--- src/rtl/core/bccd_pkg.sv ---
`timescale 1ns / 1ps

package bccd_pkg;

  // Field widths fixed by the item format
  localparam int SAMPLE_W   = 16;
  localparam int THR_W      = 16;
  localparam int CNT_W      = 7;
  localparam int PCT_W      = 7;
  localparam int OP_W       = 2;

  // Defaults for the top-level parameters
  localparam int GRID_DIM_DEF    = 8;
  localparam int SAMPLE_BITS_DEF = 16;

  // Frame totals
  localparam logic [CNT_W-1:0] COUNT_MAX     = 7'd127;
  localparam int               PERCENT_SCALE = 100;

  typedef logic [OP_W-1:0] op_t;

  // Operation codes
  localparam op_t OP_POLL    = 2'd0;
  localparam op_t OP_CAPTURE = 2'd1;
  localparam op_t OP_ACCEPT  = 2'd2;

  // Configuration register indexes
  localparam int CFG_ADDR_W = 2;
  localparam int CFG_DATA_W = 16;
  typedef logic [CFG_ADDR_W-1:0] cfg_addr_t;
  localparam cfg_addr_t CFG_DETECT_MODE     = 2'd0;
  localparam cfg_addr_t CFG_BOX_THRESHOLD   = 2'd1;
  localparam cfg_addr_t CFG_CLASS_THRESHOLD = 2'd2;

endpackage

--- src/rtl/core/box_centre_change_detector.sv ---
`timescale 1ns / 1ps

// Channel | Dir | Fields (lowest bit up)
// --------+-----+------------------------------------------------------------
// in_     | in  | tuser: operation; tdata: box_row, box_col, sample
// out_    | out | tlast: frame_done; tdata: out_row, out_col, rescan_box,
//         |     |   difference, max_difference, count_over, any_changed,
//         |     |   change_percent
// cfg_    | in  | cfg_we, cfg_addr (register index), cfg_wdata
//
// One item per cycle sustained while the output is not stalled.
// The read stage reads both box stores (registered read); the result stage does
// compare, store update and frame totals into the output register.
// A write from the result stage to the box just being read is forwarded.
// Synchronous active-low reset clears control state and the per-box valid
// bits, so both stores read as zero afterwards with no clearing pass.
// A stalled output holds the result; the read stage holds its item and
// in_tready drops only when both stages are full.
module box_centre_change_detector #(
  parameter int GRID_DIM    = bccd_pkg::GRID_DIM_DEF,
  parameter int SAMPLE_BITS = bccd_pkg::SAMPLE_BITS_DEF,
  localparam int COORD_W    = $clog2(GRID_DIM),
  localparam int IN_USED_W  = 2 * COORD_W + bccd_pkg::SAMPLE_W,
  localparam int IN_DATA_W  = ((IN_USED_W + 7) / 8) * 8,
  localparam int OUT_USED_W = 2 * COORD_W + 2 + 2 * bccd_pkg::SAMPLE_W
                              + bccd_pkg::CNT_W + bccd_pkg::PCT_W,
  localparam int OUT_DATA_W = ((OUT_USED_W + 7) / 8) * 8
) (
  input  logic                        clk,
  input  logic                        rst_n,
  // input item
  input  logic                        in_tvalid,
  output logic                        in_tready,
  // box_row, box_col, sample, zero pad
  input  logic [IN_DATA_W-1:0]        in_tdata,
  // operation
  input  logic [bccd_pkg::OP_W-1:0]   in_tuser,
  // result item
  output logic                        out_tvalid,
  input  logic                        out_tready,
  // out_row, out_col, rescan_box, difference, max_difference, count_over,
  // any_changed, change_percent, zero pad
  output logic [OUT_DATA_W-1:0]       out_tdata,
  // frame_done
  output logic                        out_tlast,
  // configuration
  input  logic                        cfg_we,
  input  logic [bccd_pkg::CFG_ADDR_W-1:0] cfg_addr,
  input  logic [bccd_pkg::CFG_DATA_W-1:0] cfg_wdata
);

  localparam int Cells      = GRID_DIM * GRID_DIM;
  localparam int CELL_W     = $clog2(Cells);
  localparam int SW         = SAMPLE_BITS;
  localparam int CountLevels = 1 << bccd_pkg::CNT_W;

  // Configuration registers
  logic                        mode_r;
  logic [bccd_pkg::THR_W-1:0]  box_thr_r;
  logic [bccd_pkg::THR_W-1:0]  class_thr_r;

  always_ff @(posedge clk) begin
    if (!rst_n) begin
      mode_r      <= 1'b0;
      box_thr_r   <= '0;
      class_thr_r <= '0;
    end else if (cfg_we) begin
      unique case (cfg_addr)
        bccd_pkg::CFG_DETECT_MODE:     mode_r      <= cfg_wdata[0];
        bccd_pkg::CFG_BOX_THRESHOLD:   box_thr_r   <= cfg_wdata[bccd_pkg::THR_W-1:0];
        bccd_pkg::CFG_CLASS_THRESHOLD: class_thr_r <= cfg_wdata[bccd_pkg::THR_W-1:0];
        default: ;
      endcase
    end
  end

  // Input unpacking
  bccd_pkg::op_t        in_op;
  logic [COORD_W-1:0]   in_row;
  logic [COORD_W-1:0]   in_col;
  logic [SW-1:0]        in_smp;
  logic                 in_grid;
  logic [CELL_W-1:0]    in_cell;
  logic                 in_fire;

  assign in_op   = in_tuser;
  assign in_row  = in_tdata[COORD_W-1:0];
  assign in_col  = in_tdata[2*COORD_W-1:COORD_W];
  assign in_smp  = in_tdata[2*COORD_W +: SW];
  assign in_grid = (int'(in_row) < GRID_DIM) && (int'(in_col) < GRID_DIM);
  assign in_cell = in_grid ? CELL_W'(int'(in_row) * GRID_DIM + int'(in_col)) : '0;
  assign in_fire = in_tvalid && in_tready;

  // Read stage registers
  logic                 s1_v_r;
  bccd_pkg::op_t        s1_op_r;
  logic [COORD_W-1:0]   s1_row_r;
  logic [COORD_W-1:0]   s1_col_r;
  logic [SW-1:0]        s1_smp_r;
  logic                 s1_grid_r;
  logic [CELL_W-1:0]    s1_cell_r;
  logic                 fire;
  logic                 out_v_r;

  assign fire      = s1_v_r && (!out_v_r || out_tready);
  assign in_tready = !s1_v_r || fire;

  always_ff @(posedge clk) begin
    if (!rst_n) begin
      s1_v_r <= 1'b0;
    end else if (in_tready) begin
      s1_v_r <= in_tvalid;
    end
  end

  always_ff @(posedge clk) begin
    if (in_fire) begin
      s1_op_r   <= in_op;
      s1_row_r  <= in_row;
      s1_col_r  <= in_col;
      s1_smp_r  <= in_smp;
      s1_grid_r <= in_grid;
      s1_cell_r <= in_cell;
    end
  end

  // Box stores: one write and one registered read each
  logic [SW-1:0]        bg_mem  [Cells];
  logic [SW-1:0]        lat_mem [Cells];
  logic [Cells-1:0]     bg_vld_r;
  logic [Cells-1:0]     lat_vld_r;
  logic                 bg_we;
  logic [SW-1:0]        bg_wd;
  logic                 lat_we;
  logic [SW-1:0]        bg_rd_r;
  logic [SW-1:0]        lat_rd_r;

  always_ff @(posedge clk) begin
    if (bg_we) begin
      bg_mem[s1_cell_r] <= bg_wd;
    end
    if (in_fire) begin
      bg_rd_r <= bg_mem[in_cell];
    end
  end

  always_ff @(posedge clk) begin
    if (lat_we) begin
      lat_mem[s1_cell_r] <= s1_smp_r;
    end
    if (in_fire) begin
      lat_rd_r <= lat_mem[in_cell];
    end
  end

  // Valid bits: an unwritten box reads as zero
  always_ff @(posedge clk) begin
    if (!rst_n) begin
      bg_vld_r  <= '0;
      lat_vld_r <= '0;
    end else begin
      if (bg_we)  bg_vld_r[s1_cell_r]  <= 1'b1;
      if (lat_we) lat_vld_r[s1_cell_r] <= 1'b1;
    end
  end

  // Read flags and forwarding of a write to the box being read
  logic                 bg_ok_r;
  logic                 lat_ok_r;
  logic                 bg_byp_r;
  logic                 lat_byp_r;
  logic [SW-1:0]        bg_byp_d_r;
  logic [SW-1:0]        lat_byp_d_r;

  always_ff @(posedge clk) begin
    if (in_fire) begin
      bg_ok_r     <= bg_vld_r[in_cell];
      lat_ok_r    <= lat_vld_r[in_cell];
      bg_byp_r    <= bg_we && (s1_cell_r == in_cell);
      lat_byp_r   <= lat_we && (s1_cell_r == in_cell);
      bg_byp_d_r  <= bg_wd;
      lat_byp_d_r <= s1_smp_r;
    end
  end

  logic [SW-1:0] bg_val;
  logic [SW-1:0] lat_val;

  assign bg_val  = bg_byp_r  ? bg_byp_d_r  : (bg_ok_r  ? bg_rd_r  : '0);
  assign lat_val = lat_byp_r ? lat_byp_d_r : (lat_ok_r ? lat_rd_r : '0);

  // Compare and update
  logic                        is_poll;
  logic                        is_last;
  logic [SW-1:0]               diff;
  logic [bccd_pkg::THR_W-1:0]  diff_ext;
  logic                        over;
  logic [SW-1:0]               run_max_r;
  logic [SW-1:0]               run_max_nxt;
  logic [bccd_pkg::CNT_W-1:0]  run_cnt_r;
  logic [bccd_pkg::CNT_W-1:0]  run_cnt_nxt;

  assign is_poll  = s1_grid_r && (s1_op_r == bccd_pkg::OP_POLL);
  assign is_last  = (s1_row_r == COORD_W'(GRID_DIM - 1))
                    && (s1_col_r == COORD_W'(GRID_DIM - 1));
  assign diff     = (s1_smp_r >= bg_val) ? (s1_smp_r - bg_val) : (bg_val - s1_smp_r);
  assign diff_ext = bccd_pkg::THR_W'(diff);
  assign over     = mode_r ? (diff_ext > class_thr_r) : (diff_ext > box_thr_r);

  assign run_max_nxt = (diff > run_max_r) ? diff : run_max_r;
  assign run_cnt_nxt = (over && (run_cnt_r != bccd_pkg::COUNT_MAX))
                       ? run_cnt_r + 1'b1 : run_cnt_r;

  // Store writes
  always_comb begin
    bg_we  = 1'b0;
    bg_wd  = s1_smp_r;
    lat_we = fire && is_poll;
    if (fire && s1_grid_r) begin
      unique case (s1_op_r)
        bccd_pkg::OP_CAPTURE: bg_we = 1'b1;
        bccd_pkg::OP_ACCEPT: begin
          bg_we = 1'b1;
          bg_wd = lat_val;
        end
        bccd_pkg::OP_POLL: bg_we = !mode_r && over;
        default: bg_we = 1'b0;
      endcase
    end
  end

  // Frame totals, cleared once the closing poll has reported them
  always_ff @(posedge clk) begin
    if (!rst_n) begin
      run_max_r <= '0;
      run_cnt_r <= '0;
    end else if (fire && is_poll) begin
      if (is_last) begin
        run_max_r <= '0;
        run_cnt_r <= '0;
      end else begin
        run_max_r <= run_max_nxt;
        run_cnt_r <= run_cnt_nxt;
      end
    end
  end

  // Percent table: count times 100 over the number of boxes, capped
  logic [bccd_pkg::PCT_W-1:0] pct_tab [CountLevels];

  for (genvar gi = 0; gi < CountLevels; gi++) begin : g_pct
    localparam int PctRaw = (gi * bccd_pkg::PERCENT_SCALE) / Cells;
    assign pct_tab[gi] = (PctRaw > bccd_pkg::PERCENT_SCALE)
                         ? bccd_pkg::PCT_W'(bccd_pkg::PERCENT_SCALE)
                         : bccd_pkg::PCT_W'(PctRaw);
  end

  // Result register
  logic [COORD_W-1:0]           out_row_r;
  logic [COORD_W-1:0]           out_col_r;
  logic                         out_rescan_r;
  logic [bccd_pkg::SAMPLE_W-1:0] out_diff_r;
  logic                         out_done_r;
  logic [bccd_pkg::SAMPLE_W-1:0] out_max_r;
  logic [bccd_pkg::CNT_W-1:0]   out_cnt_r;
  logic                         out_any_r;
  logic [bccd_pkg::PCT_W-1:0]   out_pct_r;
  logic                         frame_close;

  assign frame_close = is_poll && is_last;

  always_ff @(posedge clk) begin
    if (!rst_n) begin
      out_v_r <= 1'b0;
    end else if (fire) begin
      out_v_r <= 1'b1;
    end else if (out_tready) begin
      out_v_r <= 1'b0;
    end
  end

  always_ff @(posedge clk) begin
    if (fire) begin
      out_row_r    <= s1_row_r;
      out_col_r    <= s1_col_r;
      out_rescan_r <= is_poll && !mode_r && over;
      out_diff_r   <= is_poll ? bccd_pkg::SAMPLE_W'(diff) : '0;
      out_done_r   <= frame_close;
      out_max_r    <= frame_close ? bccd_pkg::SAMPLE_W'(run_max_nxt) : '0;
      out_cnt_r    <= frame_close ? run_cnt_nxt : '0;
      out_any_r    <= frame_close && (run_cnt_nxt != '0);
      out_pct_r    <= frame_close ? pct_tab[run_cnt_nxt] : '0;
    end
  end

  assign out_tvalid = out_v_r;
  assign out_tlast  = out_done_r;
  assign out_tdata  = OUT_DATA_W'({out_pct_r, out_any_r, out_cnt_r, out_max_r,
                                   out_diff_r, out_rescan_r, out_col_r, out_row_r});

  // Checks
  a_totals_clear: assert property (@(posedge clk) disable iff (!rst_n)
    fire && frame_close |=> (run_max_r == '0) && (run_cnt_r == '0))
    else $error("frame totals not cleared after closing poll");

  a_totals_only_on_close: assert property (@(posedge clk) disable iff (!rst_n)
    out_v_r && !out_done_r |-> (out_max_r == '0) && (out_cnt_r == '0)
                              && !out_any_r && (out_pct_r == '0))
    else $error("frame totals on a result that does not close a frame");

  a_any_matches_count: assert property (@(posedge clk) disable iff (!rst_n)
    out_v_r && out_done_r |-> (out_any_r == (out_cnt_r != '0)))
    else $error("any_changed disagrees with count_over");

  a_result_from_item: assert property (@(posedge clk) disable iff (!rst_n)
    $rose(out_v_r) |-> $past(fire))
    else $error("result appeared without an item leaving the read stage");

endmodule

--- config.mk ---
export PLATFORM = sky130hd
export DESIGN_NAME = box_centre_change_detector
export DESIGN_NICKNAME = d
export VERILOG_FILES = /design/src/rtl/core/bccd_pkg.sv /design/src/rtl/core/box_centre_change_detector.sv
export SDC_FILE = /design/constraint.sdc
export NUM_CORES = 2
export LEC_CHECK = 0
export BUFFER_PORTS_ARGS = -buffer_cell sky130_fd_sc_hd__buf_2
export CAP_MARGIN = 20
export CORE_ASPECT_RATIO = 1.75
export CORE_MARGIN = 8
export CORE_UTILIZATION = 55
export DETAILED_ROUTE_END_ITERATION = 7
export PLACE_DENSITY = 0.68
export SLEW_MARGIN = 40
export SYNTH_ARGS = -nofsm -noshare
export SYNTH_HDL_FRONTEND = slang
export SYNTH_SLANG_ARGS = --single-unit
--- constraint.sdc ---
create_clock -name clk -period 8.15 [get_ports clk]
set_input_delay 0.815 -clock clk [delete_from_list [all_inputs] [get_ports clk]]
set_output_delay 0.815 -clock clk [all_outputs]
set_load 0.01 [all_outputs]
After elaboration in Yosys (flattened, before gate mapping). Memories as Yosys holds them, arrays and structs flattened. A register that Yosys moved wholly into a read port is not among the register bits. Cells that the tools add are included.

Add/sub/neg operators: 4. Order comparisons: 7. Eq/ne operators: 8. Multiplexer cells: 26. Bitwise operators: 3. Reductions and logical operators: 27.

Operators with widths (number): $mux 16 (9); $or 64x64->64 (2); $gt 16x16->1 (3); $sub 16x16->16 (2); $ge 16x16->1 (1); $lt 6x7->1 const B (2); $mux 7 (2); $logic_and 1x1->1 (13); $bmux 1 s6 (2); $mux 1 (11); $not 7->8 (1); $add 7x1->7 const B (1); $ne 7x7->1 const B (1); $reduce_bool 7->1 (1); $add 6x3->6 (1); $demux 1 s6 (1); $eq 3x3->1 const B (2); $eq 6x6->1 (1); $ge 6x1->1 const B (1); $reduce_and 2->1 (3); $eq 2x1->1 const B (2); $eq 2x2->1 const B (2); $logic_not 1->1 (4); $logic_not 2->1 (2); other kinds (4) (5).

Register bits after elaboration: 300. Bits in writable memories: 2048. Bits in read-only memories: 896. Input port bits: 49. Logic and storage cells: 106. Memories kept: 3.

Memories: bg_mem (depth 64, bits a word 16, read ports 1, clocked after Yosys merged registers in 1, write ports 1, line box_centre_change_detector.sv:128) `logic [SW-1:0] bg_mem [Cells];`; lat_mem (depth 64, bits a word 16, read ports 1, clocked after Yosys merged registers in 1, write ports 1, line box_centre_change_detector.sv:129) `logic [SW-1:0] lat_mem [Cells];`; (name not given) (depth 128, bits a word 7, read ports 1, clocked after Yosys merged registers in 1, write ports 0, line box_centre_change_detector.sv:292) `out_pct_r <= frame_close ? pct_tab[run_cnt_nxt] : '0;`.

Longest topological paths before layout.
Depth in word-level cells: 11. Depth in mapped cells: 30. Gate-level depth less buffers: 28.

Least setup slack after synthesis. OpenSTA, ideal clock, no wires.

Kind: reg2reg. Start point: register s1_smp_r[0]. End point: register out_pct_r[2] in the netlist's numbering, data pin. Library setup time: 277 ps. Arrival time: 6812 ps. Required time: 7873 ps. Path slack: 1061 ps. Stages on the path, launching flop included: 25. Path buffers: 0. Clock period less this slack: 7089 ps. Path through: edfxtp_1 -> inv_1 -> ha_1 -> fa_1 -> nor2b_1 -> o21ai_0 -> a21boi_0 -> o21ai_0 -> a211o_1 -> a21oi_2 -> mux2_2 -> xnor2_1 -> ha_1 -> nand2_1 -> o21ai_1 -> a221oi_1 -> a31oi_4 -> o21ai_4 -> xor2_1 -> inv_1 -> ha_1 -> mux4_2 -> and2_0 -> o31ai_1 -> o311ai_1.

Longest elaborated chain between the ends: 7. Elaborated cells on any way between the ends: 10. Those cells by class: add/sub: 2; order compare: 3; mux: 3; bitwise: 1; reduce/logical: 1.

Ends and longest elaborated chain: start, declared (line box_centre_change_detector.sv:99) `logic [SW-1:0] s1_smp_r;`; start signal, assigned (line box_centre_change_detector.sv:121) `s1_smp_r <= in_smp;`; $sub 16x16->16 / $ge 16x16->1 (equally long branches) (line box_centre_change_detector.sv:206) `assign diff = (s1_smp_r >= bg_val) ? (s1_smp_r - bg_val) : (bg_val - s1_smp_r);`; $mux 16 * (line box_centre_change_detector.sv:206); via diff[6] (line box_centre_change_detector.sv:195) `logic [SW-1:0] diff;`; $gt 16x16->1 (line box_centre_change_detector.sv:208) `assign over = mode_r ? (diff_ext > class_thr_r) : (diff_ext > box_thr_r);`; $mux 1 * (line box_centre_change_detector.sv:208); $logic_and 1x1->1 * (line box_centre_change_detector.sv:211) `assign run_cnt_nxt = (over && (run_cnt_r != bccd_pkg::COUNT_MAX))`; $mux 7 * (line box_centre_change_detector.sv:212) `? run_cnt_r + 1'b1 : run_cnt_r;`; via run_cnt_nxt (one bit) (line box_centre_change_detector.sv:201) `logic [bccd_pkg::CNT_W-1:0] run_cnt_nxt;`; $not 7->8 (implied by the code) * (line box_centre_change_detector.sv:292); end, declared (line box_centre_change_detector.sv:267) `logic [bccd_pkg::PCT_W-1:0] out_pct_r;`.

Mark *: on every way through the listed nets, which the timed path passes. The rest lies on a longest branch. A chain may end at the register's enable or synchronous reset.

Worst setup path in the final report.
Start point: register bg_byp_r. End point: memory bg_mem[58][5] in the netlist's numbering, enable pin.

Longest elaborated chain between the ends: 10. Elaborated cells on any way between the ends: 13. Those cells by class: add/sub: 2; order compare: 3; mux: 7; reduce/logical: 1.

Ends and longest elaborated chain: start, declared (line box_centre_change_detector.sv:170) `logic bg_byp_r;`; start signal, assigned (line box_centre_change_detector.sv:179) `bg_byp_r <= bg_we && (s1_cell_r == in_cell);`; $mux 16 * (line box_centre_change_detector.sv:189) `assign bg_val = bg_byp_r ? bg_byp_d_r : (bg_ok_r ? bg_rd_r : '0);`; $sub 16x16->16 / $ge 16x16->1 (equally long branches) (line box_centre_change_detector.sv:206); $mux 16 * (line box_centre_change_detector.sv:206); via diff[12] (line box_centre_change_detector.sv:195); $gt 16x16->1 (line box_centre_change_detector.sv:208); $mux 1 * (line box_centre_change_detector.sv:208); $logic_and 1x1->1 * (line box_centre_change_detector.sv:226) `bccd_pkg::OP_POLL: bg_we = !mode_r && over;`; $pmux 1 s2 * (line box_centre_change_detector.sv:220) `unique case (s1_op_r)`; $mux 1 * (line box_centre_change_detector.sv:219) `if (fire && s1_grid_r) begin`; $mux 1 * (line box_centre_change_detector.sv:139) `if (bg_we) begin`; $mux 1 (implied by the code) * (line box_centre_change_detector.sv:140) `bg_mem[s1_cell_r] <= bg_wd;`; end, declared (line box_centre_change_detector.sv:128).

Marked as above.

==> summary.txt <==
Status
  • Outcome: completed

Logic synthesis
  • Share of the synthesized area in the top cell type: 70.2%
  • #FFs+latches synth: 2381
  • Cells after synthesis: 4466
  • FFs w/ async S/R, synth: 0%
  • Post-synthesis cell area: 93800 um2
  • Synth area leaders: edfxtp_1 (70%), mux4_2 (17%), dfxtp_1 (4.0%)
  • Main synth FF type: edfxtp_1
  • EDFF count, synth: roughly 2200
  • Syn Area/Cell: 21.0 um2
  • Synthesis warning total: 0
  • Register area share after synthesis: 74.2%
  • Biggest area consumer among synthesized cells: edfxtp_1
  • Synth unique cells: between 80 and 90

Worst setup path
  • CP top delay family: simple AND/OR/NAND/NOR gates
  • Crit. End Element: flop
  • Crit-path max FO: 17
  • Worst path max stage delay: 720 ps
  • Critical path class: flop to flop
  • Most Frequent Cell on Critical Path: buf_4
  • Slowest cell on crit path: xnor2_1
  • Worst Path Buf+Inv: 4
  • R2r setup slk: 350 ps
  • Worst EP required: 8620 ps
  • CP arrival: 8270 ps
  • Crit start category: flop

Global routing
  • First-pass GRT wire length: between 300000 and 400000 um
  • Gr ovfl total: 0
  • Largest net degree at the start of global routing: 124
  • Antenna violations before repair: 15
  • Vias in the first global route: 47300
  • Tot GR Track Use: roughly 25%

STA
  • Final period util: about 96%
  • Max Fclk: between 0.1 and 0.15 GHz
  • Max-slew headroom: ~39%
  • Clk_skew: 62.3 ps
  • Post-layout minimum cycle time: approximately 8000 ps
  • Final setup viols: 0
  • Unrepaired setup endpoints after global routing: false
  • Tightest Pin Transition: 915 ps
  • Fin. max-slew vios: 0
  • Worst Setup Slack, final: 349 ps
  • Final TNS setup: 0 ps
  • Final Hold Fails: 0

Placed design
  • Worst slack, placed: 443 ps
  • GP Congestion: 0.849
  • IO buf count: 103
  • Final HPWL DP: 138000 um
  • Area after detailed placement: 98700 um2

Pwr
  • Leakage Power: 33.7 nW
  • Final Power: 25.1 mW
  • Power density over the cells: 239 nW/um2
  • Max IR drop VDD: 204 uV

Die
  • IO Count: 108
  • Core Area: between 150000 and 200000 um2
  • DIE AREA: around 180000 um2
  • Starting density of the core: between 50% and 60%
  • Row cnt: 200
  • Die X: 328 um
  • Die Y: ~560 um

Cells and area
  • Fillers: 11500
  • Share of cells above drive strength 1: 30.6%
  • Most frequent cells in the layout: edfxtp_1 (2195), mux4_2 (701), buf_4 (218)
  • Design area: 105000 um2
  • Area growth syn-to-layout: 12.3%
  • Nets: 4910
  • Most common cell after layout, fill and taps aside: edfxtp_1

Detailed routing
  • Drc violations: 0
  • DR iter-0 viols: 4762
  • Routed wire length: around 230000 um
  • Antenna viol nets, final: 0
  • Drt via density: 6.36
  • DR WL/cell: about 32 um
  • First-pass DRT Iterations: 5
  • Via count: 45600

Clock tree
  • CTS Buf Count: 206
  • CTS tree: built
  • Longest Clk Path Bufs: 4
  • Hold Buf Count CTS: 0
  • CTS clock-pin slew for the worst setup and hold paths: 70 ps
  • Setup Buffers After CTS: 0
  • Sink Count: 2381
  • Worst skew pair latency: 860 ps
  • PostCTS Resize Cnt: 0
  • H-tree Lvls: 4
  • Root Buffer: clkbuf_16

Min path
  • Hold Crit Class: primary input to flop

Run
  • Maxcap violations: 0
==> synthesized netlist by cell type (5+ instances only) <==
cell      count
mux4_2      701
and2_1       23
buf_2         9
a21oi_1      61
o21ai_0      44
buf_4         5
nand2_1     121
dfxtp_1     186
mux2_2       18
o211ai_1     10
nand2b_1      8
xnor2_1      15
nor3_1        6
a211oi_1     16
a22oi_1       7
nand3_1      24
nor2b_1      22
a21boi_0     35
o21a_1      139
xor2_1       13
clkbuf_1    166
a31oi_1       6
nand4_1      13
buf_6         5
nand3b_1      6
a22o_1       29
ha_1         91
nor2_1      186
a21o_1       10
mux2i_1      37
edfxtp_1   2195
buf_1        60
a221oi_1     16
inv_1        99
==> area by class of cell <==
class | count | area [um2] | share of cell area [%]
Inverter | 101 | 379 | 0.360
Clock inverter | 95 | 918 | 0.872
Timing Repair Buffer | 339 | 2580 | 2.45
Tap cell | 2222 | 2780 | 2.64
Sequential cell | 2381 | 69600 | 66.1
Antenna cell | 3 | 7.51 | 0.00713
Multi-Input combinational cell | 1739 | 23300 | 22.1
Clock buffer | 280 | 5730 | 5.44
==> kinds of logic after synthesis <==
logic type	synth area share, %
fa+ha+maj	1.27
xor+xnor	0.296
compound gates	3.17
simple gates	2.15
flops	74.2
mux	17.4
other cells	0.00400
buf+inv	1.46
==> power breakdown <==
part	internal, mW	leakage [nW]	switching [mW]	total [mW]
clock network	5.46	3.25	4.28	9.74
logic	0.720	9.13	1.19	1.91
registers	13.4	21.3	0.0400	13.5
==> flip-flops by register name (all words and copies together), names as in the netlist, 7 cells and up <==
register and flops:
s1_smp_r 16, bg_rd_r 16, lat_mem 1024, bg_byp_d_r 16
out_pct_r 7, box_thr_r 16, out_cnt_r 7, bg_mem 1024
run_max_r 16, bg_vld_r 64, lat_rd_r 16, run_cnt_r 7
out_max_r 16, lat_vld_r 64, lat_byp_d_r 16, class_thr_r 16
out_diff_r 16
==> per-layer routing <==
metal	GRT usage, %	share of wire [%]	vias up
met4	10.0	4.6	0
met5	0	0	-
met3	3.25	6.4	428
met1	30.3	36	24300
li1	-	-	19000
met2	43.9	53	1803
==> per-stage QoR <==
stage / hold WS (ps) / std cells / utilization, %
2_1_floorplan: 424 / 4467 / -
5_1_grt: 104 / 7159 / 62.1
4_1_cts: 77.2 / 7155 / 62.1
6_report: 128 / 7160 / 62.1
3_5_place_dp: 448 / 6780 / 58.1
3_3_place_gp: 441 / 6779 / 58.1
==> final timing paths <==
path / start / end / cells after the start
worst max register to register: bg_byp_r / bg_mem[58][5] / 25
worst max-delay path: bg_byp_r / bg_mem[58][5] / 25
worst min register to register: lat_vld_r[39] / lat_vld_r[39] / 1
worst min-delay path: in_tdata[9] / s1_smp_r[3] / 1
Note: power is estimated with default switching activity, not from simulation.
